## config.mk

```make
export PLATFORM = sky130hd
export DESIGN_NAME = keyed_string_code_hash
export DESIGN_NICKNAME = d
export VERILOG_FILES = /design/src/design/kschash_pkg.sv /design/src/design/kschash_ctrl.sv /design/src/design/kschash_dp.sv /design/src/design/keyed_string_code_hash.sv
export SDC_FILE = /design/constraint.sdc
export NUM_CORES = 2
export LEC_CHECK = 0
export ABC_AREA = 0
export BUFFER_PORTS_ARGS = -buffer_cell sky130_fd_sc_hd__buf_2
export CELL_PAD_IN_SITES_DETAIL_PLACEMENT = 0
export CELL_PAD_IN_SITES_GLOBAL_PLACEMENT = 2
export CORE_ASPECT_RATIO = 0.9
export CORE_MARGIN = 2
export CORE_UTILIZATION = 45
export CTS_CLUSTER_SIZE = 20
export DETAILED_ROUTE_END_ITERATION = 8
export GPL_TIMING_DRIVEN = 0
export PLACE_DENSITY_LB_ADDON = 0.12
export SLEW_MARGIN = 20
export SYNTH_ARGS = -nofsm -noshare
export SYNTH_HDL_FRONTEND = slang
export SYNTH_SLANG_ARGS = --single-unit
```

## constraint.sdc

```tcl
create_clock -name i_clk -period 38.6 [get_ports i_clk]
set_input_delay 5.79 -clock i_clk [delete_from_list [all_inputs] [get_ports i_clk]]
set_output_delay 5.79 -clock i_clk [all_outputs]
set_load 0.005 [all_outputs]
```

## src/design/kschash_pkg.sv

```systemverilog
// shared types, constants and the id shuffle for the keyed string code hash
// no dependencies; imported by the controller, the datapath and the top level

package kschash_pkg;

    localparam int unsigned KEY_W  = 32;
    localparam int unsigned BYTE_W = 8;
    localparam int unsigned CODE_W = 32;
    localparam int unsigned S_DATA_W = 40;  // key_id and text_byte, already whole bytes

    localparam logic [31:0] MASK_B0 = 32'h0000_00FF;
    localparam logic [31:0] MASK_B1 = 32'h0000_FF00;
    localparam logic [31:0] MASK_B2 = 32'h00FF_0000;
    localparam logic [31:0] MASK_B3 = 32'hFF00_0000;

    // commands from the controller to the datapath
    typedef struct packed {
        logic step;   // take one input word
        logic empty;  // the word carries no byte
        logic fin1;   // first multiply of the final mix, clear the string state
        logic fin2;   // second multiply, load the result register
    } t_cmd;

    // byte-shuffled form of the id
    function automatic logic [31:0] shuffle_key(input logic [31:0] id);
        logic [7:0] b0;
        logic [7:0] b1;
        logic [7:0] b2;
        logic [7:0] b3;
        logic [7:0] hi;
        logic [7:0] lo;
        b0 = 8'(id & MASK_B0);
        b1 = 8'((id & MASK_B1) >> 8);
        b2 = 8'((id & MASK_B2) >> 16);
        b3 = 8'((id & MASK_B3) >> 24);
        hi = (b2 == 8'd0) ? ~b1 : b2;
        lo = (b3 == 8'd0) ? ~b0 : b3;
        return {b0, hi, b1, lo};
    endfunction

endpackage

```

## src/design/kschash_ctrl.sv

```systemverilog
// controller for the keyed string code hash: handshakes and final mix sequencing
// depends on kschash_pkg (t_cmd)

module kschash_ctrl (
    input  logic                i_clk,
    input  logic                i_rst_n,
    input  logic                i_in_valid,
    input  logic                i_in_final,
    input  logic                i_in_empty,
    output logic                o_in_ready,
    output logic                o_out_valid,
    input  logic                i_out_ready,
    output kschash_pkg::t_cmd   o_cmd
);
    import kschash_pkg::*;

    typedef enum logic [1:0] {
        S_IDLE,
        S_MUL1,
        S_MUL2
    } t_state;

    t_state r_state;
    t_state n_state;
    logic   r_out_valid;
    logic   n_out_valid;
    logic   w_accept;
    logic   w_load;

    assign o_in_ready  = (r_state == S_IDLE);
    assign w_accept    = i_in_valid && o_in_ready;
    // the result register may take a new code once the old one is gone
    assign w_load      = (r_state == S_MUL2) && (!r_out_valid || i_out_ready);
    assign o_out_valid = r_out_valid;

    assign o_cmd.step  = w_accept;
    assign o_cmd.empty = i_in_empty;
    assign o_cmd.fin1  = (r_state == S_MUL1);
    assign o_cmd.fin2  = w_load;

    always_comb begin
        n_state     = r_state;
        n_out_valid = r_out_valid;
        if (r_out_valid && i_out_ready) begin
            n_out_valid = 1'b0;
        end
        unique case (r_state)
            S_IDLE: begin
                if (w_accept && i_in_final) begin
                    n_state = S_MUL1;
                end
            end
            S_MUL1: begin
                n_state = S_MUL2;
            end
            S_MUL2: begin
                if (w_load) begin
                    n_state     = S_IDLE;
                    n_out_valid = 1'b1;
                end
            end
            default: begin
                n_state = S_IDLE;
            end
        endcase
    end

    always_ff @(posedge i_clk) begin
        if (!i_rst_n) begin
            r_state     <= S_IDLE;
            r_out_valid <= 1'b0;
        end else begin
            r_state     <= n_state;
            r_out_valid <= n_out_valid;
        end
    end

    a_final_starts_mix: assert property (@(posedge i_clk) disable iff (!i_rst_n)
        (w_accept && i_in_final) |=> (r_state == S_MUL1))
        else $error("final word did not start the mix");

    a_mul1_to_mul2: assert property (@(posedge i_clk) disable iff (!i_rst_n)
        (r_state == S_MUL1) |=> (r_state == S_MUL2))
        else $error("first multiply not followed by second");

    a_result_from_mix: assert property (@(posedge i_clk) disable iff (!i_rst_n)
        $rose(r_out_valid) |-> $past(r_state == S_MUL2))
        else $error("result raised outside the final multiply");

    a_no_overwrite: assert property (@(posedge i_clk) disable iff (!i_rst_n)
        (r_out_valid && !i_out_ready) |=> !$past(w_load))
        else $error("pending result overwritten");

endmodule

```

## src/design/kschash_dp.sv

```systemverilog
// datapath for the keyed string code hash: accumulators, held id and final mix
// depends on kschash_pkg (t_cmd, shuffle_key, widths)

module kschash_dp (
    input  logic                            i_clk,
    input  logic                            i_rst_n,
    input  kschash_pkg::t_cmd               i_cmd,
    input  logic [kschash_pkg::KEY_W-1:0]   i_key_id,
    input  logic [kschash_pkg::BYTE_W-1:0]  i_text_byte,
    output logic [kschash_pkg::CODE_W-1:0]  o_code
);
    import kschash_pkg::*;

    logic [31:0] r_fwd;
    logic [31:0] r_rev;
    logic [31:0] r_weight;
    logic        r_odd;
    logic        r_mid;
    logic [31:0] r_key;
    logic [31:0] r_prod1;
    logic [31:0] r_rx;
    logic [31:0] r_code;

    logic [31:0] w_c;
    logic [31:0] w_fwd_next;
    logic [31:0] w_wgt_next;
    logic signed [40:0] w_cw;
    logic [31:0] w_key;
    logic [31:0] w_shuf;
    logic [31:0] w_sum;
    logic [63:0] w_p1;
    logic [63:0] w_p2;

    assign w_c = {{24{i_text_byte[7]}}, i_text_byte};
    assign w_fwd_next = r_odd ? (w_c + r_fwd + (r_fwd << 4)) : (w_c + r_fwd + (r_fwd << 3));
    assign w_wgt_next = r_odd ? (r_weight + (r_weight << 5)) : (r_weight + (r_weight << 4));
    // signed byte times weight, low 32 bits match the wrapped product
    assign w_cw = $signed(i_text_byte) * $signed({1'b0, r_weight});

    // first word of a string latches the id; it is not stored until the clock edge
    assign w_key  = r_key;
    assign w_shuf = shuffle_key(w_key);
    assign w_sum  = (r_rev ^ w_shuf) + (r_fwd | w_key);
    assign w_p1   = w_sum * (r_fwd | w_shuf);
    assign w_p2   = r_prod1 * r_rx;

    always_ff @(posedge i_clk) begin
        if (!i_rst_n) begin
            r_fwd    <= '0;
            r_rev    <= '0;
            r_weight <= 32'd1;
            r_odd    <= 1'b0;
            r_mid    <= 1'b0;
            r_key    <= '0;
        end else if (i_cmd.fin1) begin
            r_fwd    <= '0;
            r_rev    <= '0;
            r_weight <= 32'd1;
            r_odd    <= 1'b0;
            r_mid    <= 1'b0;
        end else if (i_cmd.step) begin
            if (!r_mid) begin
                r_key <= i_key_id;
                r_mid <= 1'b1;
            end
            if (!i_cmd.empty) begin
                r_fwd    <= w_fwd_next;
                r_rev    <= r_rev + w_cw[31:0];
                r_weight <= w_wgt_next;
                r_odd    <= ~r_odd;
            end
        end
    end

    always_ff @(posedge i_clk) begin
        if (i_cmd.fin1) begin
            r_prod1 <= w_p1[31:0];
            r_rx    <= r_rev ^ w_key;
        end
        if (i_cmd.fin2) begin
            r_code <= w_p2[31:0];
        end
    end

    assign o_code = r_code;

endmodule

```

## src/design/keyed_string_code_hash.sv

```systemverilog
// top level of the keyed string code hash: stream ports, controller and datapath
// depends on kschash_pkg, kschash_ctrl, kschash_dp
//
//  channel  | dir | tdata (low bit up)             | tlast     | tuser
//  s_axis   | in  | key_id[31:0], text_byte[39:32] | last_byte | empty_text
//  m_axis   | out | code[31:0]                     | -         | -
//
// a byte that does not end its string leaves the input ready for the next word
// a final word (tlast or tuser set) runs the byte update (skipped for empty_text), then two
//   registered 32x32 multiplies of the final mix
// the result register lets the next string start while a code waits; a second
//   code stalls in the last multiply until m_axis_tready frees the register
// synchronous active-low reset clears the accumulators, the held id and the output valid

module keyed_string_code_hash (
    input  logic                                i_clk,
    input  logic                                i_rst_n,
    input  logic                                s_axis_tvalid,
    output logic                                s_axis_tready,
    input  logic [kschash_pkg::S_DATA_W-1:0]    s_axis_tdata,  // key_id, text_byte
    input  logic                                s_axis_tlast,  // last_byte
    input  logic                                s_axis_tuser,  // empty_text
    output logic                                m_axis_tvalid,
    input  logic                                m_axis_tready,
    output logic [kschash_pkg::CODE_W-1:0]      m_axis_tdata   // code
);
    import kschash_pkg::*;

    t_cmd w_cmd;

    kschash_ctrl u_ctrl (
        .i_clk       (i_clk),
        .i_rst_n     (i_rst_n),
        .i_in_valid  (s_axis_tvalid),
        .i_in_final  (s_axis_tlast | s_axis_tuser),
        .i_in_empty  (s_axis_tuser),
        .o_in_ready  (s_axis_tready),
        .o_out_valid (m_axis_tvalid),
        .i_out_ready (m_axis_tready),
        .o_cmd       (w_cmd)
    );

    kschash_dp u_dp (
        .i_clk       (i_clk),
        .i_rst_n     (i_rst_n),
        .i_cmd       (w_cmd),
        .i_key_id    (s_axis_tdata[KEY_W-1:0]),
        .i_text_byte (s_axis_tdata[KEY_W+BYTE_W-1:KEY_W]),
        .o_code      (m_axis_tdata)
    );

endmodule
```

==> metrics.log <==
INFO  metric cts_resized = 0
INFO  metric period_share = 0.365
INFO  metric floorplan.initialDensity = 0.453
INFO  metric setup-violations-final = 0
INFO  metric place_hpwl = 154 mm
INFO  metric grt_max_degree = 55
INFO  metric syn_nets = roughly 7.8k
INFO  metric worst_path_largest_cell_delay = 0.65 ns
INFO  metric final_core_util = 0.484
INFO  metric timing.final.hold_violations = 0
INFO  metric finish.cell_count_without_fillers = between 7k and 8k
INFO  metric post_synth_instance_area = 53700 µm²
INFO  metric boundaryPins = 80
INFO  metric crit_path_max_fanout = 9
INFO  metric cts.hold.buffers_added = 0
INFO  metric synth.top_cells.by_count = inv_1, nand2_1, fa_1
INFO  metric tightestPinTransition = between 1 and 1.5 ns
INFO  metric synth_top_cell_area_share = 0.367
INFO  metric max_cap_violations = 0
INFO  metric grt_pass1_wl = between 200 and 300 mm
INFO  metric cp.buffers_inverters = 8
INFO  metric postRouteWirelength = 185 mm
INFO  metric timing.critical_path.to_type = register
INFO  metric timing.rr.start = u_dp.r_key[28]$_SDFFE_PN0P_
INFO  metric cts-root-buf = clkbuf_16
INFO  metric cts.path.max_buffers = 3
INFO  metric yosys.cell_types.count = slightly below 80
INFO  metric wl_per_cell = ~23 µm
INFO  metric critical_path_class = register to register
INFO  metric drt-initial-drc-count = roughly 3.0k
INFO  metric area_delta_synth_final = 6.87%
INFO  metric cpMaxStageDelayCell = xnor2_1
INFO  metric grt_overflow_total = 0
INFO  metric whs_endpoint = u_dp.r_rev[10]$_SDFFE_PP0P_
INFO  metric hold_path_depth = 2
INFO  metric post-place-cells = between 7k and 8k
INFO  metric max-slew-margin-rel = 0.172
INFO  metric setup_repair_after_global_routing_missed_its_margin = no
INFO  metric post_synth.cell_area_avg = approximately 8.6 µm²
INFO  metric drv_slew = 0
INFO  metric rr_worst_depth = 52
INFO  metric cpLargestDelayFamily = XOR/XNOR gates
INFO  metric drive_above_1_share = 0.0340
INFO  metric floorplan.core_area = 119000 µm²
INFO  metric io_buffers = between 70 and 80
INFO  metric status = complete, no violations
INFO  metric sequential_to_total_area_share_from_yosys_stat = 0.102
INFO  metric drt-vias-per-instance = 5.31
INFO  metric clk_pin_slew_worst_paths = around 0.070 ns
INFO  metric clock_latency = ~0.65 ns
INFO  metric crit_arrival = 14.41 ns
INFO  metric synth.most_common_cell = inv_1
INFO  metric die_w = approximately 370 µm
INFO  metric ys_warn_count = 0
INFO  metric holdCritStartpoint = u_dp.r_rev[10]$_SDFFE_PP0P_
INFO  metric cts_sinks = 225
INFO  metric first_global_vias = roughly 44k
INFO  metric routability_driven_placement_congestion_ratio = 0.943
INFO  metric ys_seq_elements = between 200 and 250
INFO  metric asr_flop_ratio_synth = 0
INFO  metric htree_num_levels = 1
INFO  metric cp-start-kind = register
INFO  metric finClkSkew = between 0.02 and 0.025 ns
INFO  metric die_outline_area = between 100000 and 150000 µm²
INFO  metric number_of_clock_buffers_inserted_by_tritoncts = 31
INFO  metric hold_path_class = register to register
INFO  metric fin_nets = between 7k and 8k
INFO  metric required = about 39 ns
INFO  metric dominantRegCellSynth = dfxtp_1
INFO  metric drt_first_pass_iters = 6
INFO  metric setup_tns = 0 ns
INFO  metric post-cts-setup-buffers = 0
INFO  metric post_synth_inst_count = 6246
INFO  metric maximum_frequency_from_static_timing_analysis = 71.1 MHz
INFO  metric detailroute.via_count = 42.4k
INFO  metric regToRegEndpoint = u_dp.r_prod1[31]$_DFFE_PP_
INFO  metric min_period = 14.07 ns
INFO  metric grt_antenna_before_repair = 8
INFO  metric cts_tree = yes
INFO  metric critPathMostFrequentCell = xnor2_1
INFO  metric fp-row-count = 120
INFO  metric antenna_left = 0
INFO  metric drc_errors = 0
INFO  metric netlist_top_cells_area = fa_1, ha_1, inv_1
INFO  metric netlist.top_cell.by_area = fa_1
INFO  metric total_track_usage = 0.307
INFO  metric regToRegSetupSlack = 24.53 ns
INFO  metric floorplan.die.height = ~330 µm
INFO  metric synth_edf_count = between 90 and 100
-- layout make-up --
type / count / area [µm²]
Fill cell: 11800 / 61200
Multi-Input combinational cell: 4522 / 42700
Sequential cell: 225 / 5470
Inverter: 1236 / 4640
Tap cell: 1586 / 1980
Buffer: 263 / 993
Clock buffer: 36 / 815
Timing Repair Buffer: 88 / 510
Clock inverter: 20 / 274
Antenna cell: 1 / 2.50
-- kinds of logic after synthesis --
group           synth area share
xor+xnor                  0.0695
fa+ha+maj                  0.480
mux                      0.00212
buf+inv                    0.105
flops                      0.102
compound gates            0.0840
simple gates               0.157
-- how the worst max path moves through the flow --
stage / endpoint / startpoint / depth (start not counted) / slack, ns
finish: u_dp.r_prod1[31]$_DFFE_PP_ / u_dp.r_key[28]$_SDFFE_PN0P_ / 52 / 24.53
global route: u_dp.r_prod1[31]$_DFFE_PP_ / u_dp.r_key[28]$_SDFFE_PN0P_ / 52 / 23.79
CTS: u_dp.r_prod1[31]$_DFFE_PP_ / u_dp.r_key[28]$_SDFFE_PN0P_ / 52 / 24.73
detailed placement: u_dp.r_prod1[31]$_DFFE_PP_ / u_dp.r_key[28]$_SDFFE_PN0P_ / 52 / 24.83
global placement: u_dp.r_prod1[31]$_DFFE_PP_ / u_dp.r_key[28]$_SDFFE_PN0P_ / 52 / 24.81
floorplan: u_dp.r_prod1[31]$_DFFE_PP_ / u_dp.r_key[28]$_SDFFE_PN0P_ / 53 / 26.42
-- registers in the layout, indices dropped and copies added (netlist names) --
| signal | count |
|---|---|
| u_ctrl.r_state | 2 |
| u_dp.r_odd | 1 |
| u_ctrl.o_out_valid | 1 |
| u_dp.r_rx | 32 |
| u_dp.r_fwd | 32 |
| u_dp.o_code | 32 |
| u_dp.r_prod1 | 32 |
| u_dp.r_weight | 28 |
| u_dp.r_key | 32 |
| u_dp.r_rev | 32 |
| u_dp.r_mid | 1 |
-- routing by layer --
layer / vias up / track usage / wire [µm] / share of wire
li1: 19300 / - / - / -
met1: 21500 / 0.427 / 81600 / 0.44
met5: - / 0 / 0 / 0
met4: 0 / 0.0920 / 6470 / 0.035
met2: 1279 / 0.494 / 84200 / 0.46
met3: 259 / 0.0472 / 12200 / 0.066
-- per-stage QoR --
stage | setup WS (ns) | hold WS (ns) | area (µm²)
2_1_floorplan | 26.42 | 0.452 | 53700
3_3_place_gp | 24.81 | 0.509 | 56100
3_5_place_dp | 24.83 | 0.520 | 56300
4_1_cts | 24.73 | 0.529 | 57400
5_1_grt | 23.79 | 0.564 | 57400
6_report | 24.53 | 0.527 | 57400
-- cells in the final DEF, fill, tap and decap left out, types with 13 or more instances in the layout --
master     count
nand2b_1      54
xor2_1       110
nor2b_1       15
and3_1        13
clkbuf_1     248
o21bai_1      60
and2_1       253
o211ai_1      20
inv_1       1233
nor2_1       349
o21ai_0      114
a211oi_1      40
clkbuf_16     31
or2_2         39
o21a_1        21
edfxtp_1      96
buf_1         15
dfxtp_1      129
or3_1         18
a21o_1        69
a21oi_1      240
a31oi_1       18
a21boi_0      44
buf_2         80
xnor2_1      288
nand3_1       40
fa_1         985
nand2_1     1035
ha_1         486
nor3_1        59
-- worst min-delay path: stages, from the launching register on --
cell and delay [ns]:
dfxtp_1 0.35, nand2_1 0.07, a21oi_1 0.05
Power is left out: the tool's default activity adds up to more than one toggle a clock period on the data nets, which glitch-free logic cannot reach.
